## config.mk

```make
export PLATFORM = sky130hd
export DESIGN_NAME = pngunf_recon
export DESIGN_NICKNAME = d
export VERILOG_FILES = /design/src/rtl/pngunf_pkg.sv /design/src/rtl/pngunf_recon.sv
export SDC_FILE = /design/constraint.sdc
export NUM_CORES = 1
export LEC_CHECK = 0
export BUFFER_PORTS_ARGS = -buffer_cell sky130_fd_sc_hd__buf_4
export CAP_MARGIN = 20
export CORE_UTILIZATION = 55
export CTS_CLUSTER_DIAMETER = 200
export DETAILED_ROUTE_END_ITERATION = 10
export PLACE_DENSITY_LB_ADDON = 0.12
export RECOVER_POWER = 25
export SYNTH_ARGS = -nofsm -noshare
export SYNTH_HDL_FRONTEND = slang
export SYNTH_SLANG_ARGS = --single-unit
```

## constraint.sdc

```tcl
create_clock -name clk -period 15.6 [get_ports clk]
set_input_delay 2.34 -clock clk [delete_from_list [all_inputs] [get_ports clk]]
set_output_delay 2.34 -clock clk [all_outputs]
set_load 0.005 [all_outputs]
```

## src/rtl/pngunf_pkg.sv

```systemverilog
`timescale 1ns / 1ps
// ----------------------------------------------------------------------------
// PNG scanline unfilter package
// Shared constants, filter and register codes, and the per-byte item record
// that travels from the sequencer to the reconstruction stage.
// ----------------------------------------------------------------------------
package pngunf_pkg;

  localparam int MAX_ROW_BYTES   = 8192;
  localparam int MAX_BPP         = 8;

  localparam int BYTE_W          = 8;
  localparam int BPP_REG_W       = 4;
  localparam int ROW_BYTES_REG_W = 14;
  localparam int ROW_COUNT_W     = 16;
  localparam int CFG_DATA_W      = 16;
  localparam int CFG_INDEX_W     = 2;

  localparam int COL_W     = $clog2(MAX_ROW_BYTES);
  localparam int BPP_IDX_W = (MAX_BPP > 1) ? $clog2(MAX_BPP) : 1;
  localparam int CMP_W     = (COL_W > BPP_REG_W) ? COL_W : BPP_REG_W;
  localparam int RB_CMP_W  = ((COL_W > ROW_BYTES_REG_W) ? COL_W : ROW_BYTES_REG_W) + 1;

  typedef enum logic [2:0] {
    FILT_NONE  = 3'd0,
    FILT_SUB   = 3'd1,
    FILT_UP    = 3'd2,
    FILT_AVG   = 3'd3,
    FILT_PAETH = 3'd4
  } filter_t;

  localparam logic [BYTE_W-1:0] FILT_MAX_CODE = BYTE_W'(FILT_PAETH);

  typedef enum logic [CFG_INDEX_W-1:0] {
    REG_BPP       = 2'd0,
    REG_ROW_BYTES = 2'd1,
    REG_ROW_COUNT = 2'd2
  } cfg_reg_t;

  typedef struct packed {
    filter_t              filter;
    logic                 bad;
    logic                 have_left;
    logic                 have_up;
    logic                 end_row;
    logic                 end_img;
    logic [BPP_IDX_W-1:0] bpp_sel;
    logic [COL_W-1:0]     col;
  } item_t;

endpackage

```

## src/rtl/pngunf_recon.sv

```systemverilog
`timescale 1ns / 1ps
// ----------------------------------------------------------------------------
// PNG unfilter reconstruction stage
// Forms left, up and up-left, applies the row's filter, writes the result
// back to the prior row memory and holds it in the output register.
// ----------------------------------------------------------------------------
module pngunf_recon (
  input  logic                          clk,
  input  logic                          rst,
  input  logic                          s1_valid,
  input  pngunf_pkg::item_t             s1_item,
  input  logic [pngunf_pkg::BYTE_W-1:0] s1_byte,
  input  logic [pngunf_pkg::BYTE_W-1:0] up_raw,
  output logic                          advance,
  output logic                          wr_en,
  output logic [pngunf_pkg::COL_W-1:0]  wr_addr,
  output logic [pngunf_pkg::BYTE_W-1:0] wr_data,
  output logic                          out_valid,
  input  logic                          out_stall,
  output logic [pngunf_pkg::BYTE_W-1:0] pixel_byte,
  output logic                          last_in_row,
  output logic                          last_in_image,
  output logic                          bad_filter
);

  // Paeth predictor with the distances rewritten as |b-c|, |a-c|, |a+b-2c|.
  function automatic logic [7:0] paeth(input logic [7:0] a, input logic [7:0] b,
                                       input logic [7:0] c);
    logic signed [10:0] da;
    logic signed [10:0] db;
    logic signed [10:0] dc;
    logic [9:0]         pa;
    logic [9:0]         pb;
    logic [9:0]         pc;
    da = $signed({3'b000, b}) - $signed({3'b000, c});
    db = $signed({3'b000, a}) - $signed({3'b000, c});
    dc = $signed({3'b000, a}) + $signed({3'b000, b}) - $signed({2'b00, c, 1'b0});
    pa = da[10] ? 10'(-da) : 10'(da);
    pb = db[10] ? 10'(-db) : 10'(db);
    pc = dc[10] ? 10'(-dc) : 10'(dc);
    if (pa <= pb && pa <= pc) begin
      return a;
    end else if (pb <= pc) begin
      return b;
    end else begin
      return c;
    end
  endfunction

  logic [pngunf_pkg::BYTE_W-1:0] left_bytes   [pngunf_pkg::MAX_BPP];
  logic [pngunf_pkg::BYTE_W-1:0] upleft_bytes [pngunf_pkg::MAX_BPP];

  logic [pngunf_pkg::BYTE_W-1:0] left;
  logic [pngunf_pkg::BYTE_W-1:0] up;
  logic [pngunf_pkg::BYTE_W-1:0] upleft;
  logic [pngunf_pkg::BYTE_W:0]   sum_lu;
  logic [pngunf_pkg::BYTE_W-1:0] pred;
  logic [pngunf_pkg::BYTE_W-1:0] val;

  assign advance = s1_valid && (!out_valid || !out_stall);

  assign left   = s1_item.have_left ? left_bytes[s1_item.bpp_sel] : '0;
  assign up     = s1_item.have_up ? up_raw : '0;
  assign upleft = (s1_item.have_left && s1_item.have_up) ? upleft_bytes[s1_item.bpp_sel] : '0;
  assign sum_lu = {1'b0, left} + {1'b0, up};

  always_comb begin
    case (s1_item.filter)
      pngunf_pkg::FILT_SUB:   pred = left;
      pngunf_pkg::FILT_UP:    pred = up;
      pngunf_pkg::FILT_AVG:   pred = sum_lu[pngunf_pkg::BYTE_W:1];
      pngunf_pkg::FILT_PAETH: pred = paeth(left, up, upleft);
      default:                pred = '0;
    endcase
  end

  assign val = s1_byte + pred;

  assign wr_en   = advance;
  assign wr_addr = s1_item.col;
  assign wr_data = val;

  always_ff @(posedge clk) begin
    if (rst) begin
      out_valid <= 1'b0;
    end else if (advance) begin
      out_valid <= 1'b1;
    end else if (!out_stall) begin
      out_valid <= 1'b0;
    end
  end

  always_ff @(posedge clk) begin
    if (advance) begin
      pixel_byte      <= val;
      last_in_row     <= s1_item.end_row;
      last_in_image   <= s1_item.end_img;
      bad_filter      <= s1_item.bad;
      left_bytes[0]   <= val;
      upleft_bytes[0] <= up;
      for (int i = 1; i < pngunf_pkg::MAX_BPP; i++) begin
        left_bytes[i]   <= left_bytes[i-1];
        upleft_bytes[i] <= upleft_bytes[i-1];
      end
    end
  end

endmodule

```

======== Word-level counts from Yosys, hierarchy flattened ========
Memory sizes are Yosys's and may differ from the RTL's.
Cells that the tools add are included.
word-level totals
  flip-flop bits (word level) ............. 12
  memory bits (writable) .................. 128
  output and inout port bits .............. 35
  logic and storage cells ................. 43
  memories kept ........................... 2
cells by class
  add/subtract/negate cells ............... 9
  order comparisons ....................... 3
  equality and inequality tests ........... 5
  multiplexer cells ....................... 13
  reductions and logical operators ........ 6
memories
  memory        words  width  read ports  clocked after Yosys merged registers in  write ports  line                RTL
  left_bytes    8      8      8           0                                        8            pngunf_recon.sv:50  logic [pngunf_pkg::BYTE_W-1:0] left_bytes [pngunf_pkg::MAX_BPP];
  upleft_bytes  8      8      8           0                                        8            pngunf_recon.sv:51  logic [pngunf_pkg::BYTE_W-1:0] upleft_bytes [pngunf_pkg::MAX_BPP];
operators with widths
  kind                                                 number
  2-to-1 mux 8 bit                                     5
  one-hot mux 8 bit (4 select lines)                   1
  less-or-equal comparator 10 bit                      3
  2-to-1 mux 10 bit                                    3
  negator 9 -> 10 bit                                  2
  adder 8 x 8 -> 9 bit                                 2
  subtractor 8 x 8 -> 9 bit                            2
  negator 10 bit                                       1
  subtractor 9 x 9 -> 10 bit                           1
  adder 8 bit                                          1
  equality test 3 x 2 -> 1 bit, second input constant  2
  2-to-1 mux 1 bit                                     4
  equality test 3 x 1 -> 1 bit, second input constant  1
  equality test 3 bit, second input constant           1
  logical AND 1 bit                                    3
  zero test 1 bit                                      2
  inequality test 2 bit, second input constant         1
  logical OR 1 bit                                     1

======== Logic depth before layout (Yosys ltp) ========
Gate-level depths: netlist of run 1.
An unclocked memory read counts as a cell.
  word-level depth ........................ 11
  mapped depth ............................ 39

======== Least setup slack after synthesis of run 1 ========
Ideal clock, no wire load.
  path kind ............................... input to output
  start ................................... in out_stall
  end ..................................... out wr_en
  arrival ................................. 12.903 ns
  path slack .............................. 0.357 ns
  stages on the path ...................... 2
  cell sequence ........................... a21boi_0 buf_4
on the way
  longest elaborated chain between the ends .. 3
ends and longest elaborated chain
  what               line                RTL
  start, declared    pngunf_recon.sv:19  input logic out_stall,
  zero test 1 bit    --
  logical OR 1 bit   pngunf_recon.sv:60  assign advance = s1_valid && (!out_valid || !out_stall);
  logical AND 1 bit  pngunf_recon.sv:60
  end, declared      pngunf_recon.sv:15  output logic wr_en,
Every way passes these cells.

======== Worst setup path after layout of run 1 ========
  start ................................... in s1_item[13] (netlist name)
  end ..................................... out wr_data[7] (netlist name)
on the way
  longest elaborated chain between the ends .. 11
  elaborated cells between the ends (all ways) .. 23
ends and longest elaborated chain
  what                                                          line                                    RTL
  start, declared                                               pngunf_recon.sv:11                      input pngunf_pkg::item_t s1_item,
  memory (8 x 8 bit)                                            --
  2-to-1 mux 8 bit                                              pngunf_recon.sv:62                      assign left = s1_item.have_left ? left_bytes[s1_item.bpp_sel] : '0;
  adder 8 x 8 -> 9 bit                                          pngunf_recon.sv:37, pngunf_recon.sv:65
  subtractor 9 x 9 -> 10 bit                                    pngunf_recon.sv:37                      dc = $signed({3'b000, a}) + $signed({3'b000, b}) - $signed({2'b00, c, 1'b0});
  negator 10 bit                                                pngunf_recon.sv:40                      pc = dc[10] ? 10'(-dc) : 10'(dc);
  2-to-1 mux 10 bit                                             pngunf_recon.sv:40
  less-or-equal comparator 10 bit (on tied branches)            pngunf_recon.sv:43, pngunf_recon.sv:41
  2-to-1 mux 8 bit / logical AND 1 bit (equally long branches)  pngunf_recon.sv:43, pngunf_recon.sv:41
  2-to-1 mux 8 bit                                              pngunf_recon.sv:41                      if (pa <= pb && pa <= pc) begin
  one-hot mux 8 bit (4 select lines) *                          pngunf_recon.sv:68                      case (s1_item.filter)
  adder 8 bit *                                                 pngunf_recon.sv:77                      assign val = s1_byte + pred;
  end, declared                                                 pngunf_recon.sv:17                      output logic [pngunf_pkg::BYTE_W-1:0] wr_data,
Mark *: on every way between the ends. The rest lies on a longest branch, timed or not.

==> summary.md, run 1 <==
| Metric | Value |
|---|---|
| Gr usage total | 0.260 |
| Die Ht | 127 um |
| Final hold slack | 0.444 ns |
| First-pass GRT wire length | 31600 um |
| Post-synthesis average cell area | 12.2 um^2 |
| Buf+Inv Stages, Crit Path | 3 |
| DR vias | 5923 |
| Final Util | 0.639 |
| Worst path required time | 13.26 ns |
| Slowest cell on crit path | or4b_2 |
| Lkg Pwr | 3.89 nW |
| Critical R2R Launch | upleft_bytes[0][1] |
| Critical Path Source | s1_item[13] |
| Synthesized area | 8630 um^2 |
| Synth area leader | edfxtp_1 |
| Layout net count | 874 |
| Initial Util | 0.566 |
| Min-delay worst type | flop to flop |
| Routability cong. | 0.946 |
| Pwr dens | 144 nW/um^2 |
| Period utilization | 0.856 |
| Commonest cells after routing, fill and taps aside | edfxtp_1, ha_1, inv_1 |
| Pins Over Slew Limit | 0 |
| Status | completed |
| Commonest non-fill, non-tap cell in the layout | edfxtp_1 |
| YS warnings | 0 |
| IO Port Bufs | 52 |
| Pint | 0.000914 W |
| R2R setup slack | 7.06 ns |
| Number of setup violations in the final report | 0 |
| CP peak stage delay | 0.65 ns |
| Rows | 45 |
| CTS H-tree lvls | 4 |
| Async S/R FF share, synth | 0 |
| Most used flip-flop cell after synthesis | edfxtp_1 |
| Net Sw Power | 0.000493 W |
| Seq/Total Area, Yosys | 0.458 |
| Top delay family on crit path | compound AO/OA/AOI/OAI gates |
| Synth top area cells | edfxtp_1, ha_1, mux4_2 |
| Initial antenna violation count | 0 |
| Crit. End Element | output port |
| CTS Hold Buffers Added | 0 |
| Register bit total from synthesis | 132 |
| Final Cell Area | 9750 um^2 |
| Worst-path clk slew | 0.06 ns |
| Post-route DRC violation count | 0 |
| Worst Tran Pin Value | 1.02 ns |
| Slew HR | 0.318 |
| Worst setup margin | 2.24 ns |
| Routed Wire Length | 19700 um |
| Crit path capture | wr_data[7] |
| Final HPWL DP | 14100 um |
| Met2 WL post-DR | 9340 um |
| Post-synth cell types | 75 |
| Num CTS Buffers | 17 |
| Hold path start | left_bytes[2][7] |
| Post_cts resized | 0 |
| CP dominant cell by count | a21oi_1 |
| Fin. Hold Viols | 0 |
| CTS root buffer | clkbuf_16 |
| Routed wl met3 | 1090 um |
| Area Overhead vs Synth | 13.0% |
| Depth of the most critical reg-to-reg path | 32 |
| RR Endpoint | left_bytes[0][7] |
| Max VDD drop | 0.000102 V |
| Die span in x | 127 um |
| Via density | 6.08 |
| Switching Share | 0.350 |
| DRT iter0 DRCs | 440 |
| GRT overflow | 0 |
| I/O pin count | 79 |
| Share of the synthesized area in the top cell type | 0.456 |
| Antenna violation net count after detailed routing | 0 |
| Startpoint Class | input pin |
| CTS Sinks | 132 |
| Clock network latency to the later pin of the worst-skew pair | 0.42 ns |
| Max frequency | 74.9 MHz |
| Setup CP Type | input pin to output port |
| Die area | 16200 um^2 |
| Initial DRT Pass Iterations | 5 |
| Core footprint | 15300 um^2 |
| Wl on met1 | 8780 um |
| Worst slack at placement | 2.23 ns |
| CTS tree | yes |
| Crit path arrival time | 11.02 ns |
| Vias in the first global route | 5876 |
| Sum Neg Setup Slack | 0 ns |
| DP Area | 9150 um^2 |
| Max Cap Viol | 0 |
| Top Metal Used | met4 |
| Share of cells above drive strength 1 | 0.191 |
| Clk buf depth | 2 |
| Syn Inst Count | 706 |
| RSZ-0062 raised after global routing | false |
| Clock skew | 0.0116 ns |
| CP max FO | 32 |
| Stages on worst setup path | 34 |
| N_diodes | 0 |
| Post-CTS setup buffers | 0 |
| Fin crit period | 13.36 ns |
| Post-synth EDFFs | 131 |
| Gate power share | 0.397 |
| WL per Instance | 20.3 um |
| Part of the power in registers | 0.312 |
| Clock power frac | 0.291 |
| Largest net degree at the start of global routing | 81 |
-- per-stage QoR --
step	power [W]	cells
finish	0.00141	974
global route	0.00150	974
CTS	0.00141	974
detailed placement	0.000994	942
floorplan	0.000863	708
global placement	0.000978	942
-- synthesized netlist by cell type (all sizes together) (4+ instances only) --
master,count
fa,11
nand4,4
and2,4
o21ai,28
mux4,32
or2,7
clkbuf,11
xnor2,24
o22ai,4
o221ai,6
a31oi,5
xor2,17
o31ai,4
mux2,5
ha,69
nand2,42
a21oi,36
nor2,43
edfxtp,131
buf,20
a21o,10
nor3,11
o21a,9
a22oi,6
nand3b,6
nand2b,7
inv,57
nand3,8
nor2b,12
mux2i,22
or3,5
-- logic make-up (layout without fill, tap and decap cells) --
logic type / count (synthesis) / after routing / share of synthesized area
DFF: 132 / 132 / 0.458
adders and majority gates: 80 / 80 / 0.126
other: 2 / 4 / 0.000870
and+or+nand+nor: 167 / 167 / 0.0993
buffers and inverters: 88 / 143 / 0.0444
AOI/OAI and AO/OA: 136 / 136 / 0.111
xor gates and xnor gates: 42 / 42 / 0.0451
muxes: 59 / 59 / 0.116
-- state kept, by name (all words and copies together) (netlist names) --
register       flops
upleft_bytes      64
left_bytes        64
last_in_row        1
bad_filter         1
out_valid          1
last_in_image      1
-- power groups by stage --
stage | registers (W) | clock network (W) | logic (W)
floorplan | 0.000448 | 0 | 0.000415
global placement | 0.000444 | 0 | 0.000533
detailed placement | 0.000445 | 0 | 0.000549
CTS | 0.000439 | 0.000416 | 0.000553
global route | 0.000442 | 0.000430 | 0.000624
finish | 0.000439 | 0.000409 | 0.000558
-- layout make-up --
cell class              count  area (um^2)
well taps                 211          264
clock inverters            14          171
clock buffers              18          429
fillers                  1165         5510
repair buffers             54          405
inverters                  57          214
flip-flops and latches    132         3950
multi-input cells         488         4310
-- how the worst min path moves through the flow --
stage / to / slack, ns / depth (start not counted)
6_report: left_bytes[3][7] / 0.44 / 0
5_1_grt: left_bytes[3][7] / 0.45 / 0
4_1_cts: upleft_bytes[1][7] / 0.45 / 0
3_5_place_dp: upleft_bytes[2][7] / 0.43 / 0
3_3_place_gp: upleft_bytes[5][7] / 0.42 / 0
2_1_floorplan: left_bytes[3][0] / 0.42 / 0
-- layer usage --
layer  vias up  GRT usage
li1       2743          -
met3        45     0.0482
met4         0      0.106
met1      2947      0.358
met2       188      0.409
met5         -          0
No activity file was read; power rests on OpenSTA's default activity.
==> run 2: changes to the inputs <==
ABC_AREA = 1   (was unset)
CORE_MARGIN = 2   (was unset)
==> summary.md, run 2 <==
| Metric | Value |
|---|---|
| Status | completed |
| Final HPWL DP | 15000 um |
| Startpoint Class | input pin |
| Slew HR | 0.494 |
| Antenna violation net count after detailed routing | 0 |
| Share of the synthesized area in the top cell type | 0.448 |
| Async S/R FF share, synth | 0 |
| Slowest cell on crit path | clkinv_1 |
| CTS H-tree lvls | 4 |
| Net Sw Power | 0.000495 W |
| DR vias | 6882 |
| Post_cts resized | 0 |
| Die span in x | 130 um |
| CP peak stage delay | 0.52 ns |
| Post-CTS setup buffers | 0 |
| Gate power share | 0.377 |
| Post-synth EDFFs | 131 |
| Worst-path clk slew | 0.06 ns |
| First-pass GRT wire length | 32600 um |
| Count leader, synth | nand2_1 |
| Buf+Inv Stages, Crit Path | 10 |
| Initial Util | 0.559 |
| CTS Sinks | 132 |
| CTS root buffer | clkbuf_16 |
| Syn Inst Count | 957 |
| Synthesized area | 8780 um^2 |
| Layout net count | 1118 |
| YS warnings | 0 |
| Vias in the first global route | 6311 |
| Worst Tran Pin Value | 0.753 ns |
| RSZ-0062 raised after global routing | false |
| Pins Over Slew Limit | 0 |
| Rows | 46 |
| Die Ht | 130 um |
| Share of cells above drive strength 1 | 0.131 |
| CP dominant cell by count | nand2_1 |
| Crit path arrival time | 10.43 ns |
| Clk buf depth | 2 |
| Post-synthesis average cell area | 9.17 um^2 |
| CTS Hold Buffers Added | 0 |
| CP max FO | 65 |
| DRT iter0 DRCs | 625 |
| Switching Share | 0.361 |
| Clock network latency to the later pin of the worst-skew pair | 0.41 ns |
| Period utilization | 0.818 |
| Part of the power in registers | 0.322 |
| Via density | 5.62 |
| Core footprint | 15700 um^2 |
| Synth top area cells | edfxtp_1, ha_1, nand2_1 |
| Top delay family on crit path | buffers and inverters |
| Initial antenna violation count | 0 |
| Commonest non-fill, non-tap cell in the layout | nand2_1 |
| Gr usage total | 0.252 |
| Clock skew | 0.00872 ns |
| Routability cong. | 0.910 |
| I/O pin count | 79 |
| Pwr dens | 138 nW/um^2 |
| Post-synth cell types | 50 |
| GRT overflow | 0 |
| Initial DRT Pass Iterations | 6 |
| Num CTS Buffers | 17 |
| Fill cells | 1323 |
| Top post-synthesis cells by count | nand2_1, edfxtp_1, inv_1 |
| Seq/Total Area, Yosys | 0.450 |
| Largest net degree at the start of global routing | 95 |
| Crit. End Element | output port |
| Area Overhead vs Synth | 12.9% |
| Fin. Hold Viols | 0 |
| Max VDD drop | 0.000105 V |
| Most used flip-flop cell after synthesis | edfxtp_1 |
| Max Cap Viol | 0 |
| Worst path required time | 13.26 ns |
| Lkg Pwr | 4.44 nW |
| Number of setup violations in the final report | 0 |
| Post-route DRC violation count | 0 |
| Routed Wire Length | 20400 um |
| Register bit total from synthesis | 132 |
| WL per Instance | 16.7 um |
| Commonest cells after routing, fill and taps aside | nand2_1, edfxtp_1, inv_1 |
| Min-delay worst type | flop to flop |
| Synth area leader | edfxtp_1 |
| Fin crit period | 12.77 ns |
| Max frequency | 78.3 MHz |
| Sum Neg Setup Slack | 0 ns |
| Largest registers | left_bytes (64), upleft_bytes (64) |
| Setup CP Type | input pin to output port |
| CTS tree | yes |
| Pint | 0.000876 W |
| Final hold slack | 0.439 ns |
| Die area | 17000 um^2 |
| Clock power frac | 0.300 |
| IO Port Bufs | 52 |
run 2: changes by cell type after synthesis, sizes merged, moves of 13 or more:
cell / delta
mux4: -32
o221ai: +15
o211ai: +13
nand3: +34
nor2: +63
inv: +79
mux2i: -22
clkbuf: +13
xnor2: -14
o21ai: +59
nand2: +115
run 2: cell families after synthesis:
| group | share of synthesized area |
|---|---|
| other | 0.000856 |
| buffers and inverters | 0.0845 |
| adder cells (fa/ha/maj) | 0.123 |
| AND/OR/NAND/NOR | 0.173 |
| XOR/XNOR | 0.0299 |
| AO/OA/AOI/OAI | 0.138 |
| flip-flops | 0.450 |
run 2: power groups by stage:
stage	Combinational (W)	Sequential, W	Clock [W]
6_report	0.000518	0.000442	0.000412
5_1_grt	0.000593	0.000445	0.000432
4_1_cts	0.000515	0.000443	0.000419
3_5_place_dp	0.000511	0.000450	0
3_3_place_gp	0.000507	0.000449	0
2_1_floorplan	0.000391	0.000448	0
run 2: worst reg2reg max path: cells and delay by family (launching register included):
kind	cells	cell delay [ns]
AND/OR/NAND/NOR	14	1.84
XOR/XNOR	3	0.56
adder cells (fa/ha/maj)	4	1.52
AO/OA/AOI/OAI	11	1.91
flip-flops	1	0.38
buffers and inverters	6	0.59
run 2: stage by stage:
stage	util	power, W	instances	setup slack, ns	cell area (um^2)
4_1_cts	0.629	0.00138	1222	2.89	9880
3_5_place_dp	0.589	0.000961	1190	2.92	9260
2_1_floorplan	-	0.000839	959	3.78	8780
6_report	0.630	0.00137	1224	2.83	9910
5_1_grt	0.630	0.00147	1223	1.95	9900
3_3_place_gp	0.589	0.000956	1190	2.95	9260
run 2: area by class of cell:
cell class                      count  area [um^2]  share of cell area
Timing Repair Buffer               57          448              0.0452
Inverter                          137          517              0.0522
Sequential cell                   132         3950               0.399
Tap cell                          216          270              0.0273
Clock buffer                       19          443              0.0447
Antenna cell                        1         2.50            0.000253
Multi-Input combinational cell    649         4100               0.414
Clock inverter                     13          171              0.0173
run 2: path summary, 6_finish.rpt:
check	end	depth (start not counted)	from	slack, ns
worst max-delay path	wr_data[7]	42	s1_item[13]	2.83
worst min register to register	left_bytes[2][7]	0	left_bytes[1][7]	0.44
worst min-delay path	left_bytes[2][7]	0	left_bytes[1][7]	0.44
worst max register to register	left_bytes[0][7]	38	left_bytes[5][1]	8.54
run 2: per-layer routing:
layer | GRT usage | vias to the layer above | routed length (um)
li1 | - | 3382 | -
met1 | 0.362 | 3186 | 9510
met2 | 0.389 | 281 | 9150
met3 | 0.0455 | 33 | 1370
met4 | 0.0848 | 0 | 403
met5 | 0 | - | 0
==> run 3: changes to the inputs <==
clock period = 10.58 ns   (was 15.6 ns; I/O delays follow)
==> summary.md, run 3 (synthesized netlist as in run 2, its figures left out) <==
| Metric | Value |
|---|---|
| Routed wl met3 | 1310 um |
| Worst Tran Pin Value | 0.804 ns |
| Wl on met1 | 9530 um |
| Largest registers | left_bytes (64), upleft_bytes (64) |
| Largest net degree at the start of global routing | 92 |
| Pwr dens | 202 nW/um^2 |
| WL per Instance | 16.9 um |
| Fin. Hold Viols | 0 |
| Die area | 17000 um^2 |
| Antenna violation net count after detailed routing | 0 |
| Max Cap Viol | 0 |
| Post-route DRC violation count | 0 |
| Worst slack at placement | 0.331 ns |
| Die Ht | 130 um |
| Number of setup violations in the final report | 0 |
| Clock skew | 0.0113 ns |
| Rows | 46 |
| Crit path arrival time | 8.38 ns |
| Hold path start | left_bytes[5][2] |
| Via density | 5.58 |
| Top Metal Used | met4 |
| Die span in x | 130 um |
| Commonest non-fill, non-tap cell in the layout | nand2_1 |
| Final HPWL DP | 15500 um |
| Slew HR | 0.460 |
| Critical R2R Launch | upleft_bytes[1][5] |
| I/O pin count | 79 |
| Startpoint Class | input pin |
| Layout net count | 1137 |
| Initial Util | 0.559 |
| CP peak stage delay | 0.58 ns |
| CTS Hold Buffers Added | 0 |
| Gr usage total | 0.254 |
| Share of cells above drive strength 1 | 0.150 |
| Initial DRT Pass Iterations | 6 |
| DR vias | 6942 |
| Routability cong. | 0.911 |
| Clk buf depth | 2 |
| Sum Neg Setup Slack | 0 ns |
| Slowest cell on crit path | fa_1 |
| Core footprint | 15700 um^2 |
| FF+latch area | 3950 um^2 |
| Vias in the first global route | 6372 |
| Routed Wire Length | 21000 um |
| First-pass GRT wire length | 32800 um |
| Setup CP Type | input pin to output port |
| Period utilization | 0.942 |
| Commonest cells after routing, fill and taps aside | nand2_1, edfxtp_1, inv_1 |
| Clock network latency to the later pin of the worst-skew pair | 0.42 ns |
| Fin crit period | 9.97 ns |
| Crit. End Element | output port |
| Num CTS Buffers | 17 |
| Min-delay worst type | flop to flop |
| Worst path required time | 8.99 ns |
| Worst setup margin | 0.613 ns |
| Lkg Pwr | 4.52 nW |
| Max VDD drop | 0.000114 V |
| Pins Over Slew Limit | 0 |
| CP max FO | 33 |
| Fill cells | 1370 |
| Area Overhead vs Synth | 14.8% |
| IO Port Bufs | 52 |
| CTS root buffer | clkbuf_16 |
| Worst-path clk slew | 0.06 ns |
| Multi-input logic area | 4130 um^2 |
| Critical Path Source | s1_item[14] |
| CTS Sinks | 132 |
| RSZ-0062 raised after global routing | false |
| CTS H-tree lvls | 4 |
| GRT overflow | 0 |
| Initial antenna violation count | 1 |
| CTS tree | yes |
| DRT iter0 DRCs | 547 |
| Status | completed |
| Met2 WL post-DR | 9830 um |
| Max frequency | 100 MHz |
-- run 3: changes by cell type in the layout (fill, tap and decap cells not counted), sizes merged --
cell	previous run	this run
buf	57	76
clkbuf	19	22
clkinv	5	3
clkinvlp	1	3
inv	141	138
-- run 3: worst paths after layout --
check	endpoint	slack, ns	cells past startpoint
min	left_bytes[6][2]	0.44	0
min reg2reg	left_bytes[6][2]	0.44	0
max reg2reg	left_bytes[0][7]	3.86	39
max	wr_data[7]	0.61	41
-- run 3: worst max-delay path, delay by kind of cell --
kind / cells / cell delay [ns]
and+or+nand+nor: 14 / 1.68
AOI/OAI and AO/OA: 13 / 2.09
xor gates and xnor gates: 2 / 0.46
buffers and inverters: 8 / 0.97
adders and majority gates: 4 / 1.60
-- run 3: timing repair --
item                       CTS  global route
setup endpoints to repair    0             4
gates resized for setup      0             8
buffers inserted             0            10
-- run 3: area by class of cell --
type | instances | area share
tap | 216 | 0.0268
antenna | 1 | 0.000248
clock inverter | 10 | 0.0147
inverter | 137 | 0.0513
sequential | 132 | 0.392
timing repair buffer | 76 | 0.0602
clock buffer | 22 | 0.0451
multi-input combinational | 649 | 0.409
-- run 3: power by group --
part	switching, W	total [W]	internal (W)
registers	0.0000230	0.000653	0.000630
clock network	0.000214	0.000593	0.000379
logic	0.000492	0.000788	0.000296
-- run 3: metal layers --
layer	vias to the layer above	track usage
li1	3405	-
met1	3291	0.351
met2	228	0.404
met3	18	0.0595
met4	0	0.0734
met5	-	0
-- run 3: stage by stage --
stage | power (W) | utilization | hold WS, ns | area [um^2] | std cells
3_5_place_dp | 0.00143 | 0.595 | 0.427 | 9340 | 1199
2_1_floorplan | 0.00124 | - | 0.421 | 8780 | 959
6_report | 0.00203 | 0.641 | 0.437 | 10100 | 1243
3_3_place_gp | 0.00142 | 0.595 | 0.423 | 9340 | 1199
4_1_cts | 0.00203 | 0.633 | 0.438 | 9940 | 1231
5_1_grt | 0.00217 | 0.641 | 0.439 | 10100 | 1243
