<file path="src/rtl/pngunf_pkg.sv">
`timescale 1ns / 1ps
// ----------------------------------------------------------------------------
// PNG scanline unfilter package
// Shared constants, filter and register codes, and the per-byte item record
// that travels from the sequencer to the reconstruction stage.
// ----------------------------------------------------------------------------
package pngunf_pkg;

  localparam int MAX_ROW_BYTES   = 8192;
  localparam int MAX_BPP         = 8;

  localparam int BYTE_W          = 8;
  localparam int BPP_REG_W       = 4;
  localparam int ROW_BYTES_REG_W = 14;
  localparam int ROW_COUNT_W     = 16;
  localparam int CFG_DATA_W      = 16;
  localparam int CFG_INDEX_W     = 2;

  localparam int COL_W     = $clog2(MAX_ROW_BYTES);
  localparam int BPP_IDX_W = (MAX_BPP > 1) ? $clog2(MAX_BPP) : 1;
  localparam int CMP_W     = (COL_W > BPP_REG_W) ? COL_W : BPP_REG_W;
  localparam int RB_CMP_W  = ((COL_W > ROW_BYTES_REG_W) ? COL_W : ROW_BYTES_REG_W) + 1;

  typedef enum logic [2:0] {
    FILT_NONE  = 3'd0,
    FILT_SUB   = 3'd1,
    FILT_UP    = 3'd2,
    FILT_AVG   = 3'd3,
    FILT_PAETH = 3'd4
  } filter_t;

  localparam logic [BYTE_W-1:0] FILT_MAX_CODE = BYTE_W'(FILT_PAETH);

  typedef enum logic [CFG_INDEX_W-1:0] {
    REG_BPP       = 2'd0,
    REG_ROW_BYTES = 2'd1,
    REG_ROW_COUNT = 2'd2
  } cfg_reg_t;

  typedef struct packed {
    filter_t              filter;
    logic                 bad;
    logic                 have_left;
    logic                 have_up;
    logic                 end_row;
    logic                 end_img;
    logic [BPP_IDX_W-1:0] bpp_sel;
    logic [COL_W-1:0]     col;
  } item_t;

endpackage

</file>
<file path="src/rtl/pngunf_seq.sv">
`timescale 1ns / 1ps
// ----------------------------------------------------------------------------
// PNG unfilter sequencer
// Holds the configuration, decodes the filter-type byte of each row, tracks
// column and row position, issues the prior-row read and loads the stage
// register that feeds reconstruction.
// ----------------------------------------------------------------------------
module pngunf_seq (
  input  logic                                 clk,
  input  logic                                 rst,
  input  logic                                 in_valid,
  output logic                                 in_stall,
  input  logic [pngunf_pkg::BYTE_W-1:0]        stream_byte,
  input  logic                                 cfg_valid,
  output logic                                 cfg_ready,
  input  logic [pngunf_pkg::CFG_INDEX_W-1:0]   cfg_index,
  input  logic [pngunf_pkg::CFG_DATA_W-1:0]    cfg_data,
  input  logic                                 advance,
  output logic                                 s1_valid,
  output pngunf_pkg::item_t                    s1_item,
  output logic [pngunf_pkg::BYTE_W-1:0]        s1_byte,
  output logic                                 rd_en,
  output logic [pngunf_pkg::COL_W-1:0]         rd_addr
);

  logic [pngunf_pkg::BPP_REG_W-1:0]       bytes_per_pixel;
  logic [pngunf_pkg::ROW_BYTES_REG_W-1:0] row_bytes;
  logic [pngunf_pkg::ROW_COUNT_W-1:0]     row_count;

  logic                               awaiting_type;
  logic [pngunf_pkg::COL_W-1:0]       column_pos;
  logic [pngunf_pkg::ROW_COUNT_W-1:0] row_pos;
  pngunf_pkg::filter_t                row_filter;
  logic                               row_bad;

  logic [pngunf_pkg::BPP_REG_W-1:0]       bpp_eff;
  logic [pngunf_pkg::ROW_BYTES_REG_W-1:0] rb_eff;
  logic [pngunf_pkg::ROW_COUNT_W-1:0]     rc_eff;
  logic [pngunf_pkg::BPP_REG_W-1:0]       bpp_less1;
  logic [pngunf_pkg::RB_CMP_W-1:0]        col_plus1;
  logic [pngunf_pkg::ROW_COUNT_W:0]       row_plus1;
  logic                                   accept;
  logic                                   take_data;
  logic                                   end_row;
  logic                                   end_img;
  pngunf_pkg::item_t                      item_next;

  assign cfg_ready = 1'b1;

  always_ff @(posedge clk) begin
    if (rst) begin
      bytes_per_pixel <= pngunf_pkg::BPP_REG_W'(1);
      row_bytes       <= pngunf_pkg::ROW_BYTES_REG_W'(1);
      row_count       <= pngunf_pkg::ROW_COUNT_W'(1);
    end else if (cfg_valid) begin
      unique case (cfg_index)
        pngunf_pkg::REG_BPP: begin
          bytes_per_pixel <= cfg_data[pngunf_pkg::BPP_REG_W-1:0];
        end
        pngunf_pkg::REG_ROW_BYTES: begin
          row_bytes <= cfg_data[pngunf_pkg::ROW_BYTES_REG_W-1:0];
        end
        pngunf_pkg::REG_ROW_COUNT: begin
          row_count <= cfg_data[pngunf_pkg::ROW_COUNT_W-1:0];
        end
        default: begin
        end
      endcase
    end
  end

  // Out-of-range settings are clamped into the legal range.
  always_comb begin
    if (bytes_per_pixel == '0) begin
      bpp_eff = pngunf_pkg::BPP_REG_W'(1);
    end else if (bytes_per_pixel > pngunf_pkg::BPP_REG_W'(pngunf_pkg::MAX_BPP)) begin
      bpp_eff = pngunf_pkg::BPP_REG_W'(pngunf_pkg::MAX_BPP);
    end else begin
      bpp_eff = bytes_per_pixel;
    end
    if (row_bytes == '0) begin
      rb_eff = pngunf_pkg::ROW_BYTES_REG_W'(1);
    end else if (pngunf_pkg::RB_CMP_W'(row_bytes) >
                 pngunf_pkg::RB_CMP_W'(pngunf_pkg::MAX_ROW_BYTES)) begin
      rb_eff = pngunf_pkg::ROW_BYTES_REG_W'(pngunf_pkg::MAX_ROW_BYTES);
    end else begin
      rb_eff = row_bytes;
    end
    rc_eff = (row_count == '0) ? pngunf_pkg::ROW_COUNT_W'(1) : row_count;
  end

  assign bpp_less1 = bpp_eff - pngunf_pkg::BPP_REG_W'(1);
  assign col_plus1 = pngunf_pkg::RB_CMP_W'(column_pos) + pngunf_pkg::RB_CMP_W'(1);
  assign row_plus1 = {1'b0, row_pos} + (pngunf_pkg::ROW_COUNT_W + 1)'(1);
  assign end_row   = col_plus1 >= pngunf_pkg::RB_CMP_W'(rb_eff);
  assign end_img   = end_row && (row_plus1 >= {1'b0, rc_eff});

  // A new word may enter whenever the stage register is empty or moving on.
  assign in_stall  = s1_valid && !advance;
  assign accept    = in_valid && !in_stall;
  assign take_data = accept && !awaiting_type;

  assign rd_en   = take_data;
  assign rd_addr = column_pos;

  always_comb begin
    item_next.filter    = row_filter;
    item_next.bad       = row_bad;
    item_next.have_left = pngunf_pkg::CMP_W'(column_pos) >= pngunf_pkg::CMP_W'(bpp_eff);
    item_next.have_up   = row_pos != '0;
    item_next.end_row   = end_row;
    item_next.end_img   = end_img;
    item_next.bpp_sel   = bpp_less1[pngunf_pkg::BPP_IDX_W-1:0];
    item_next.col       = column_pos;
  end

  always_ff @(posedge clk) begin
    if (rst) begin
      awaiting_type <= 1'b1;
      column_pos    <= '0;
      row_pos       <= '0;
      row_filter    <= pngunf_pkg::FILT_NONE;
      row_bad       <= 1'b0;
      s1_valid      <= 1'b0;
    end else begin
      if (take_data) begin
        s1_valid <= 1'b1;
      end else if (advance) begin
        s1_valid <= 1'b0;
      end
      if (accept) begin
        if (awaiting_type) begin
          awaiting_type <= 1'b0;
          column_pos    <= '0;
          if (stream_byte > pngunf_pkg::FILT_MAX_CODE) begin
            row_bad    <= 1'b1;
            row_filter <= pngunf_pkg::FILT_NONE;
          end else begin
            row_bad    <= 1'b0;
            row_filter <= pngunf_pkg::filter_t'(stream_byte[2:0]);
          end
        end else if (end_row) begin
          column_pos    <= '0;
          awaiting_type <= 1'b1;
          row_pos       <= end_img ? '0 : row_plus1[pngunf_pkg::ROW_COUNT_W-1:0];
        end else begin
          column_pos <= column_pos + pngunf_pkg::COL_W'(1);
        end
      end
    end
  end

  always_ff @(posedge clk) begin
    if (take_data) begin
      s1_item <= item_next;
      s1_byte <= stream_byte;
    end
  end

endmodule

</file>
<file path="config.mk">
export PLATFORM = sky130hd
export DESIGN_NAME = pngunf_seq
export DESIGN_NICKNAME = d
export VERILOG_FILES = /design/src/rtl/pngunf_pkg.sv /design/src/rtl/pngunf_seq.sv
export SDC_FILE = /design/constraint.sdc
export NUM_CORES = 1
export LEC_CHECK = 0
export ABC_AREA = 1
export BUFFER_PORTS_ARGS = -buffer_cell sky130_fd_sc_hd__clkbuf_2
export CAP_MARGIN = 20
export CORE_UTILIZATION = 35
export DETAILED_ROUTE_END_ITERATION = 7
export GPL_TIMING_DRIVEN = 0
export PLACE_DENSITY = 0.54
export SLEW_MARGIN = 25
export SYNTH_ARGS = -nofsm -noshare
export SYNTH_HDL_FRONTEND = slang
export SYNTH_SLANG_ARGS = --single-unit
</file>
<file path="constraint.sdc">
create_clock -name clk -period 6 [get_ports clk]
set_input_delay 0.3 -clock clk [delete_from_list [all_inputs] [get_ports clk]]
set_output_delay 0.3 -clock clk [all_outputs]
set_load 0.02 [all_outputs]
</file>
# Word-level counts from Yosys, hierarchy flattened
# Index checks and enable logic that the tools add are counted.
[word_totals]
ff_bits = 101
inputBits = 31
out_inout_bits = 49
[classes]
addsub = 4
order_cmp = 6
eq_ne = 2
muxes = 14
n_bitwise = 1
n_reduce_logical = 18
[ops]
columns = ["operator", "n"]
rows = [
  ["16-bit two-way mux", 2],
  ["14-bit two-way mux", 2],
  ["13-bit two-way mux", 2],
  ["16-bit by 1-bit adder with 17-bit output (second input constant)", 1],
  ["17-bit by 16-bit >= comparator with 1-bit output", 1],
  ["16-bit logical NOT", 1],
  ["16-bit nonzero test", 1],
  ["13-bit by 1-bit adder with 14-bit output (second input constant)", 1],
  ["14-bit >= comparator", 1],
  ["14-bit > comparator (second input constant)", 1],
  ["14-bit logical NOT", 1],
  ["13-bit by 1-bit adder with 13-bit output (second input constant)", 1],
  ["13-bit by 4-bit >= comparator with 1-bit output", 1],
  ["8-bit by 3-bit > comparator with 1-bit output (second input constant)", 1],
  ["4-bit two-way mux", 2],
  ["2-bit AND reduction", 4],
  ["1-bit two-way mux", 5],
  ["4-bit > comparator (second input constant)", 1],
  ["1-bit logical AND", 4],
  ["4-bit logical NOT", 1],
  ["1-bit logical NOT", 3],
  ["3-bit two-way mux", 1],
  ["3-bit AND reduction", 1],
  ["3-bit by 1-bit subtractor with 3-bit output (second input constant)", 1],
  ["other kinds (5)", 5],
]

# Logic depth before layout (Yosys ltp)
# Gate-level depths: netlist (run 1).
[depth]
depth_word = 6
ltp_mapped = 21

# Worst setup path after synthesis (run 1)
# Ideal clock, no wire load.
[synth_path]
path_type = "reg2reg"
startpoint = "register s1_valid"
endpoint = "register row_pos[13] (netlist bit)"
setup_time_ns = 0.070
arrival_ns = 3.237
required_time_ns = 5.930
slack_ns = 2.693
path_stages_with_launch = 9
path_cell_list = "dfxtp_1 > nand2_1 > nand2_1 > nor2_1 > nand2_2 > nor2_4 > buf_8 > nand3_2 > o21ai_1"
[synth_between]
elab_chain_len = 4
[synth_rtl]
columns = ["element", "line_no", "rtl"]
rows = [
  ["start, declared", "pngunf_seq.sv:19", "output logic s1_valid,"],
  ["start signal, assigned", "pngunf_seq.sv:124", "s1_valid <= 1'b0;"],
  ["start signal, assigned", "pngunf_seq.sv:127", "s1_valid <= 1'b1;"],
  ["start signal, assigned", "pngunf_seq.sv:129", "s1_valid <= 1'b0;"],
  ["1-bit logical AND", "pngunf_seq.sv:99", "assign in_stall = s1_valid && !advance;"],
  ["1-bit logical NOT", "pngunf_seq.sv:100", "assign accept = in_valid && !in_stall;"],
  ["1-bit logical AND", "pngunf_seq.sv:100", ""],
  ["3-bit AND reduction (no line)", "n/a", ""],
  ["end signal, assigned", "pngunf_seq.sv:145", "row_pos <= end_img ? '0 : row_plus1[pngunf_pkg::ROW_COUNT_W-1:0];"],
  ["end, declared", "pngunf_seq.sv:32", "logic [pngunf_pkg::ROW_COUNT_W-1:0] row_pos;"],
]
# No other way between the ends.
# A chain may end at the register's enable or synchronous reset.

# Worst setup path in the final report (run 1)
[layout_path]
startpoint = "register column_pos, in the netlist rd_addr[0]"
endpoint = "register row_pos[9] (netlist bit)"
[layout_between]
elab_chain_len = 4
[layout_rtl]
columns = ["element", "line_no", "rtl"]
rows = [
  ["start, declared", "pngunf_seq.sv:31", "logic [pngunf_pkg::COL_W-1:0] column_pos;"],
  ["start signal, assigned", "pngunf_seq.sv:147", "column_pos <= column_pos + pngunf_pkg::COL_W'(1);"],
  ["13-bit by 1-bit adder with 14-bit output *", "pngunf_seq.sv:93", "assign col_plus1 = pngunf_pkg::RB_CMP_W'(column_pos) + pngunf_pkg::RB_CMP_W'(1);"],
  ["14-bit >= comparator *", "pngunf_seq.sv:95", "assign end_row = col_plus1 >= pngunf_pkg::RB_CMP_W'(rb_eff);"],
  ["via end_row", "pngunf_seq.sv:44", "logic end_row;"],
  ["1-bit logical AND", "pngunf_seq.sv:96", "assign end_img = end_row && (row_plus1 >= {1'b0, rc_eff});"],
  ["16-bit two-way mux", "pngunf_seq.sv:145", ""],
]
# Mark *: on every way through the listed nets, which the timed path passes. The rest lies on a longest branch.

==> results of run 1 <==
[synthesized netlist by cell type (2+ instances only)]
cell type / count / area [um^2]
edfxtp_1: 32 / 961
dfxtp_1: 69 / 1380
nand2_2: 2 / 12.5
nand3_1: 19 / 95.1
nand3_2: 11 / 110
nor4_1: 11 / 68.8
nor2_1: 67 / 251
nand2_1: 125 / 469
a22oi_1: 4 / 30.0
nand4_1: 7 / 43.8
nor2_4: 3 / 33.8
buf_2: 3 / 15.0
nor2_2: 4 / 25.0
xor2_1: 24 / 210
a21oi_1: 47 / 235
ha_1: 38 / 475
o21ai_1: 5 / 25.0
buf_4: 15 / 113
clkbuf_1: 12 / 45.0
o21ai_0: 42 / 210
inv_1: 70 / 263
nor3_1: 14 / 70.1
[cells by family (layout without fill, tap and decap cells)]
group           Yosys count  count (layout)  share of synthesized area
simple gates            266             266                      0.229
compound gates          105             105                      0.106
flops                   101             101                      0.446
buf+inv                 101             196                     0.0857
fa+ha+maj                38              38                     0.0905
xor+xnor                 25              25                     0.0417
other cells               1               1                   0.000714
[final timing paths]
| kind | startpoint | to | slack [ps] | depth (start not counted) |
|---|---|---|---|---|
| setup / recovery | rd_addr[0]$_SDFFE_PP0P_ | row_pos[9]$_SDFFE_PP0P_ | 2770 | 17 |
| setup reg to reg | rd_addr[0]$_SDFFE_PP0P_ | row_pos[9]$_SDFFE_PP0P_ | 2770 | 17 |
| hold / removal | stream_byte[7] | s1_byte[7]$_DFFE_PP_ | 140 | 1 |
| hold reg to reg | row_filter[1]$_SDFFE_PP0P_ | s1_item[22]$_DFFE_PP_ | 430 | 0 |
[sequential cells by signal, summed over array words and instances (netlist names)]
register         count
row_filter           3
s1_valid             1
row_bad              1
row_count           16
awaiting_type        1
s1_byte              8
row_bytes           14
s1_item             24
rd_addr             13
bytes_per_pixel      4
row_pos             16
[power by group]
part	leakage (uW)	switching [uW]	internal (uW)	total, uW
sequential	0.000863	13.3	732	745
combinational	0.00178	124	64.2	188
clock	0.000140	261	294	555
total	0.00278	398	1090	1490
[layer usage]
| metal | global-route usage | routed length (um) |
|---|---|---|
| met1 | 0.230 | 6130 |
| met3 | 0.0451 | 632 |
| met4 | 0.0418 | 164 |
| met2 | 0.281 | 6050 |
| met5 | 0 | 0 |
[worst max-delay path: cells and delay by family (launching register included)]
kind,cells,cell delay (ps)
fa+ha+maj,2,500
simple gates,13,1680
buf+inv,1,250
xor+xnor,1,270
flops,1,450
[per-stage QoR]
step | power, uW | setup WS (ps) | area (um^2) | utilization | instances
6_report | 1490 | 2770 | 6180 | 0.424 | 916
5_1_grt | 1560 | 2390 | 6180 | 0.424 | 916
4_1_cts | 1510 | 2720 | 6180 | 0.424 | 916
3_5_place_dp | 951 | 2760 | 5900 | 0.405 | 900
3_3_place_gp | 945 | 1690 | 5880 | 0.403 | 899
2_1_floorplan | 882 | 2690 | 5260 | - | 637
[cell usage in the layout (no fill, tap or decap), drive strengths merged]
cell type,instances
buf,20
a21oi,47
xnor2,1
a22oi,4
nor4,11
nor2,74
o2111ai,1
nand4,7
nand3,30
o21a,1
and3,1
ha,38
clkinv,3
clkbuf,101
nor3,14
nor3b,1
a211oi,1
a41o,1
nand2,128
conb,1
edfxtp,32
dfxtp,69
a31o,1
o21ai,48
o21bai,1
xor2,24
inv,72
[cell type report]
cell class / count / share of cell area
repair buffers: 79 / 0.0664
clock buffers: 11 / 0.0393
multi-input cells: 435 / 0.400
clock inverters: 5 / 0.00567
plain buffers: 31 / 0.0304
well taps: 184 / 0.0372
inverters: 70 / 0.0425
flip-flops and latches: 101 / 0.379
==> results by group, run 1 <==
Timing
  • Max Freq: 0.310 GHz
  • Pins Over Slew Limit: 0
  • RSZ-0062 raised after global routing: false
  • Hold slack: 139 ps
  • Fin. Hold Viols: 0
  • Final Skew: 8.30 ps
  • Fin crit share: 0.538
  • Slew headroom: 0.549
  • Tmin final: 3230 ps
  • Total negative setup slack: 0 ps
  • Worst slew pin tran: 677 ps
  • Final setup viols: 0

Finish
  • Layout area overhead: 17.6%
  • Layout cells sized above 1: 0.187
  • Final net count: 796
  • Fill cells: 1514
  • Reg area: 2340 um^2
  • Multi-input gate area: 2470 um^2
  • Ant. Diodes: 0

Setup path
  • Kind of critical path: flop to flop
  • Critical Path Slowest Stage Cell: dfxtp_1
  • CP max FO: 9
  • Crit end category: flop
  • Critical-path cell list: ha_1, nand2_1, nor2_1, nand2_1, nor2_1, xor2_1, ha_1, nand2_1, nor2_1, nor3b_1, nand2_1, nand3_2, nand2_2, nand2_1, inv_1, nand2_1, nand2_1
  • Cell mode on critical path: nand2_1
  • Req. time, crit path: 6300 ps
  • Arrival time at the worst endpoint: 3530 ps
  • Delay of the slowest critical-path stage: 450 ps
  • Critical Path Source Type: flop

Synthesis
  • Top FF cell, synth: dfxtp_1
  • FFs w/ async S/R, synth: 0
  • Netlist cell types: 35
  • Syn nets: 706
  • Post-synth EDFFs: 32
  • Syn_area_per_cell: 8.25 um^2
  • FF+latch count, synth: 101
  • Ys Warns: 0
  • Cell count after synthesis: 637
  • Register area share after synthesis: 0.446
  • Area of the mapped netlist: 5260 um^2

CTS
  • H-tree levels: 3
  • CTS Root Cell: clkbuf_16
  • Clk slew on worst S/H paths: 70 ps
  • Hold buffers post-CTS: 0
  • CTS Buf Count: 9
  • CTS Sinks: 101
  • CTS tree: built
  • Clock Tree Buf Depth: 2
  • Worst skew pair latency: 350 ps
  • Post-CTS setup buffer count: 0
  • Resize count post-CTS: 0

GRT
  • Largest net degree at the start of global routing: 28
  • Tot GR Track Use: 0.173
  • Gr ovfl total: 0
  • Antenna violations before repair: 0
  • First-pass GRT wire length: 21.2 mm
  • Number of global-route vias before repair: 4224

Worst hold path
  • Class of the worst hold path: primary input to flop

Pwr
  • Static leakage: 0.00278 uW
  • Worst VDD drop: 0.000193 V
  • PD cells: 241 nW/um^2

Detailed routing
  • DRT antenna net count: 0
  • Detailed Routing Iterations Pass 1: 5
  • DRC violations left: 0
  • WL/cell: 14.2 um
  • WL final: 13.0 mm
  • 1st-iter DRT viols: 291
  • Vias after detailed routing: 4461
  • Vias per inst: 4.87

Placed design
  • DP Wirelength: 10.2 mm
  • RePlAce Congestion: 0.890
  • Port bufs: 78

Floorplan
  • Die area: 15500 um^2
  • Ports: 80
  • Core box area: 14600 um^2
  • Die Width: 125 um
  • Die H: 125 um
  • Row count: 44
  • Initial Utilization: 0.360

Run
  • Max-cap violations: 0

Run status
  • Outcome: finished clean
No activity file was read; power rests on OpenSTA's default activity.
==> run 2, diff against run 1 <==
==> constraint.sdc (replaced) <==
create_clock -name clk -period 3.24 [get_ports clk]
set_input_delay 0.162 -clock clk [delete_from_list [all_inputs] [get_ports clk]]
set_output_delay 0.162 -clock clk [all_outputs]
set_load 0.02 [all_outputs]
==> run 2 against run 1 <==
Die area stayed put. Combinational power is 91% higher. Clock-buffer cell count is 2 lower. Critical path depth is 2 higher. Global-route usage is 0.44 points higher. Hold slack worse by 120 ps. Non-clock buffer count is 8 higher. Total power is 87% higher. Critical endpoint is now row_pos[13]$_SDFFE_PP0P_. Largest cell class unchanged. Largest power group unchanged. Highest routed layer unchanged.
==> results by group, run 2 (same netlist as run 1, synthesis figures left out) <==
Run status
  • Outcome: finished clean

Timing
  • Final Skew: 6.52 ps
  • Fin. Hold Viols: 0
  • Fin crit share: 0.911
  • Tmin final: 2950 ps
  • Worst slew pin tran: 722 ps
  • Max Freq: 0.339 GHz
  • Final setup viols: 0
  • Slew headroom: 0.519
  • RSZ-0062 raised after global routing: false
  • Pins Over Slew Limit: 0
  • Hold slack: 16.2 ps

Worst hold path
  • Class of the worst hold path: primary input to flop
  • Hold Crit Endpoint: s1_byte[2]$_DFFE_PP_
  • Hold Crit Depth: 1
  • Worst hold start: stream_byte[2]

CTS
  • Clk slew on worst S/H paths: 70 ps
  • Clock Tree Buf Depth: 2
  • CTS Sinks: 101
  • Worst skew pair latency: 360 ps
  • CTS tree: built
  • CTS Buf Count: 9
  • H-tree levels: 3
  • CTS Root Cell: clkbuf_16

Detailed routing
  • Vias after detailed routing: 4444
  • WL final: 13.3 mm
  • WL/cell: 14.4 um
  • DRT antenna net count: 0
  • 1st-iter DRT viols: 322
  • Vias per inst: 4.81
  • Detailed Routing Iterations Pass 1: 5
  • DRC violations left: 0

Setup path
  • Crit end category: flop
  • Crit path launch: row_pos[0]$_SDFFE_PP0P_
  • Kind of critical path: flop to flop
  • CP max FO: 10
  • Critical R2R Launch: row_pos[0]$_SDFFE_PP0P_
  • Arrival time at the worst endpoint: 3240 ps
  • R2R setup slack: 290 ps
  • Req. time, crit path: 3530 ps
  • Critical Path Source Type: flop
  • Reg2Reg Depth: 19
  • Reg2reg end: row_pos[13]$_SDFFE_PP0P_

Pwr
  • Worst VDD drop: 0.000245 V
  • Static leakage: 0.00283 uW
  • PD cells: 442 nW/um^2

Finish
  • Commonest non-fill, non-tap cell in the layout: nand2_1
  • Ant. Diodes: 0
  • Biggest regs: s1_item (24), row_count (16), row_pos (16)
  • Commonest non-fill, non-tap cells in the layout: nand2_1, clkbuf_2, inv_1
  • Fill cells: 1437
  • Largest reg by FF count: s1_item
  • Final net count: 804
  • Reg area: 2350 um^2
  • Multi-input gate area: 2500 um^2
  • Layout area overhead: 20.0%
  • Layout cells sized above 1: 0.205
  • Max reg flops: 24
  • Cell area after layout: 6300 um^2

GRT
  • Tot GR Track Use: 0.178
  • First-pass GRT wire length: 21.8 mm
  • Antenna violations before repair: 0
  • Gr ovfl total: 0
  • Largest net degree at the start of global routing: 27
  • Number of global-route vias before repair: 4316

Floorplan
  • Row count: 44
  • Die area: 15500 um^2
  • Ports: 80
  • Initial Utilization: 0.360
  • Die Width: 125 um
  • Die H: 125 um
  • Core box area: 14600 um^2

Placed design
  • RePlAce Congestion: 0.892
  • DP Wirelength: 10.3 mm
  • Port bufs: 78
  • DP Area: 5900 um^2

Run
  • Max-cap violations: 0
[run 2: cell types whose count changed in the layout (fill, tap and decap cells not counted), sizes merged]
| cell | delta |
|---|---|
| inv | +2 |
| clkbuf | -2 |
| dlygate4sd3 | +6 |
| clkinvlp | +1 |
| clkinv | -1 |
| buf | +2 |
[run 2: worst max-delay path by stage]
stage / endpoint / cells after the start
after floorplan: row_pos[13]$_SDFFE_PP0P_ / 16
after global placement: row_pos[11]$_SDFFE_PP0P_ / 15
after detailed placement: row_pos[13]$_SDFFE_PP0P_ / 15
after CTS: row_pos[13]$_SDFFE_PP0P_ / 15
after global routing: row_pos[13]$_SDFFE_PP0P_ / 20
final: row_pos[13]$_SDFFE_PP0P_ / 19
[run 2: layout make-up]
cell class / count / area share
Tap cell: 184 / 0.0365
Multi-Input combinational cell: 435 / 0.397
Inverter: 70 / 0.0417
Sequential cell: 101 / 0.372
Buffer: 30 / 0.0296
Clock inverter: 7 / 0.00893
Clock buffer: 9 / 0.0357
Timing Repair Buffer: 88 / 0.0782
[run 2: critical path, stage by stage, from the launching register on]
cell and delay (ps):
dfxtp_2 380, ha_1 200, inv_1 90, nor2_4 150
nand2_4 100, nor2_2 120, nand3_1 110, nor2_1 180
xor2_2 210, ha_1 290, nand3_1 90, nor2_1 60
nand3_1 80, nand2_1 60, nor2_2 110, nand3_2 140
nor2_4 200, buf_8 180, nand3_2 60, o21ai_1 80
[run 2: power by group]
| part | leakage (uW) | switching, uW | internal (uW) |
|---|---|---|---|
| registers | 0.000865 | 24.8 | 1360 |
| logic | 0.00183 | 233 | 127 |
| clock network | 0.000139 | 511 | 533 |
| total | 0.00283 | 769 | 2010 |
[run 2: stage by stage]
stage	setup TNS (ps)	cells	worst slack (ps)	utilization	total power, uW
after floorplan	0	637	530	-	1630
after global placement	-122	899	-31.7	0.403	1750
after detailed placement	0	900	41.7	0.405	1760
after CTS	0	922	22.2	0.428	2820
after global routing	0	924	2.10	0.432	2910
final	0	924	289	0.432	2780
[run 2: per-layer routing]
metal  track usage  up-vias  share of wire  routed length (um)
met2         0.293       92           0.47                6180
met1         0.235     2050           0.48                6410
met3        0.0352       10          0.041                 548
met5             0        -              0                   0
met4        0.0510        0          0.010                 134
li1              -     2292              -                   -
[run 2: repair_timing]
item / 4_1_cts / 5_1_grt
gates resized for setup: 0 / 13
hold buffers: 6 / 0
setup buffers: 0 / 3
hold endpoints to repair: 6 / 0
endpoints found under the setup margin: 0 / 27
==> run 3, diff against run 2 <==
--- a/config.mk
+++ b/config.mk
@@ -12,6 +12,7 @@
 export DETAILED_ROUTE_END_ITERATION = 7
 export GPL_TIMING_DRIVEN = 0
 export PLACE_DENSITY = 0.54
+export SETUP_SLACK_MARGIN = 0.4
 export SLEW_MARGIN = 25
 export SYNTH_ARGS = -nofsm -noshare
 export SYNTH_HDL_FRONTEND = slang
==> run 3 against run 2 <==
Clock-buffer cell count did not move. Maximum frequency increased by 7.9%. Cell count up 3.1%. Register-to-register slack improved by 220 ps. Routed wire length grew 6.1%. Global-route usage is 0.29 points higher. Sequential power about the same. Non-clock buffer count grew 29.
==> results by group, run 3 (same netlist as run 1, synthesis figures left out) <==
Run status
  • Outcome: finished clean

Run
  • Max-cap violations: 0

Timing
  • Max Freq: 0.366 GHz
  • Final setup viols: 0
  • Fin crit share: 0.844
  • Final Skew: 9.04 ps
  • Tmin final: 2740 ps
  • Worst slew pin tran: 737 ps
  • Slew headroom: 0.509
  • Pins Over Slew Limit: 0
  • RSZ-0062 raised after global routing: true
  • Hold slack: 14.8 ps
  • Fin. Hold Viols: 0
  • Setup ws final: 505 ps

Finish
  • Fin cells: 953
  • Max reg flops: 24
  • Commonest non-fill, non-tap cells in the layout: nand2_1, clkbuf_2, inv_1
  • Layout cells sized above 1: 0.324
  • Final net count: 833
  • Biggest regs: s1_item (24), row_count (16), row_pos (16)
  • Largest reg by FF count: s1_item
  • Ant. Diodes: 0
  • Layout area overhead: 33.8%
  • Commonest non-fill, non-tap cell in the layout: nand2_1

Setup path
  • Req. time, crit path: 3530 ps
  • Critical-path cell list: nor4_2, and3_1, a31o_4, buf_8, nand2_1, ha_1, nand2_1, nor3_1, nand2_1, nand3_4, nand2_8, nor2_4, buf_6, buf_16, nand3_2, o21ai_1
  • R2R setup slack: 500 ps
  • Arrival time at the worst endpoint: 3030 ps
  • Delay of the slowest critical-path stage: 340 ps
  • Crit end category: flop
  • Critical Path Source Type: flop
  • CP max FO: 5
  • Top delay family on crit path: simple AND/OR/NAND/NOR gates
  • Kind of critical path: flop to flop
  • Critical path buffer and inverter count: 3
  • Cell mode on critical path: nand2_1
  • Critical Path Slowest Stage Cell: dfxtp_2

CTS
  • H-tree levels: 3
  • Clk slew on worst S/H paths: 70 ps
  • CTS Root Cell: clkbuf_16
  • Clock Tree Buf Depth: 2
  • CTS Sinks: 101
  • Worst skew pair latency: 360 ps
  • CTS tree: built
  • CTS Buf Count: 9

Placed design
  • DP Wirelength: 10.3 mm
  • Placed insts: 900
  • Worst slack at placement: 41.7 ps
  • RePlAce Congestion: 0.892
  • Port bufs: 78

Floorplan
  • Row count: 44
  • Core box area: 14600 um^2
  • Die Width: 125 um
  • Ports: 80
  • Die H: 125 um
  • Initial Utilization: 0.360
  • Die area: 15500 um^2

Detailed routing
  • DRT antenna net count: 0
  • Vias per inst: 4.88
  • WL final: 14.1 mm
  • DRC violations left: 0
  • Vias after detailed routing: 4647
  • WL/cell: 14.8 um
  • 1st-iter DRT viols: 338
  • Detailed Routing Iterations Pass 1: 5

GRT
  • Largest net degree at the start of global routing: 27
  • Gr ovfl total: 0
  • Tot GR Track Use: 0.181
  • Antenna violations before repair: 0
  • Number of global-route vias before repair: 4399
  • First-pass GRT wire length: 22.1 mm

Pwr
  • Worst VDD drop: 0.000250 V
  • Static leakage: 0.00306 uW
  • PD cells: 410 nW/um^2

Worst hold path
  • Class of the worst hold path: primary input to flop
run 3: cell count changes in the layout (fill, tap and decap cells not counted), sizes merged:
cell | previous run | this run
buf | 22 | 51
run 3: worst reg2reg max path, delay by kind of cell, from the launching register on:
family                   cells  cell delay (ps)
AO/OA/AOI/OAI                2              270
adder cells (fa/ha/maj)      1              290
buffers and inverters        3              380
flip-flops                   1              340
AND/OR/NAND/NOR             10             1390
run 3: per-stage QoR:
| step | setup TNS [ps] | power (uW) | util | cell area, um^2 |
|---|---|---|---|---|
| 2_1_floorplan | 0 | 1630 | - | 5260 |
| 6_report | 0 | 2880 | 0.482 | 7030 |
| 3_3_place_gp | -122 | 1750 | 0.403 | 5880 |
| 5_1_grt | 0 | 3010 | 0.482 | 7030 |
| 3_5_place_dp | 0 | 1760 | 0.405 | 5900 |
| 4_1_cts | 0 | 2870 | 0.446 | 6500 |
run 3: layer usage:
layer	vias up	wire length, um	GRT usage
li1	2348	-	-
met1	2186	6640	0.241
met2	101	6720	0.296
met3	12	562	0.0352
met4	0	157	0.0510
met5	-	0	0
run 3: path summary, 6_finish.rpt:
| check | startpoint | endpoint | depth (start not counted) |
|---|---|---|---|
| hold reg to reg | row_bad$_SDFFE_PP0P_ | s1_item[20]$_DFFE_PP_ | 0 |
| setup / recovery | row_bytes[7]$_SDFFE_PP0P_ | row_pos[15]$_SDFFE_PP0P_ | 16 |
| setup reg to reg | row_bytes[7]$_SDFFE_PP0P_ | row_pos[15]$_SDFFE_PP0P_ | 16 |
| hold / removal | stream_byte[2] | s1_byte[2]$_DFFE_PP_ | 1 |
run 3: where the power goes:
part           leakage, uW  internal, uW  switching, uW  total, uW
combinational      0.00205           193            269        461
clock             0.000139           533            510       1040
sequential        0.000876          1350           25.8       1380
total              0.00306          2070            805       2880
run 3: layout make-up:
| cell class | instances | area (um^2) |
|---|---|---|
| Clock inverter | 7 | 56.3 |
| Clock buffer | 9 | 225 |
| Buffer | 31 | 205 |
| Fill cell | 1381 | 7560 |
| Tap cell | 184 | 230 |
| Sequential cell | 101 | 2390 |
| Inverter | 70 | 268 |
| Multi-Input combinational cell | 435 | 2890 |
| Timing Repair Buffer | 116 | 761 |
run 3: timing repair:
action | 4_1_cts | 5_1_grt
hold buffers | 6 | 0
setup endpoints to repair | 28 | 28
hold endpoints to repair | 6 | 0
gates resized for setup | 36 | 92
cloned | 1 | 1
pin swaps | 10 | 34
buffers inserted | 13 | 16
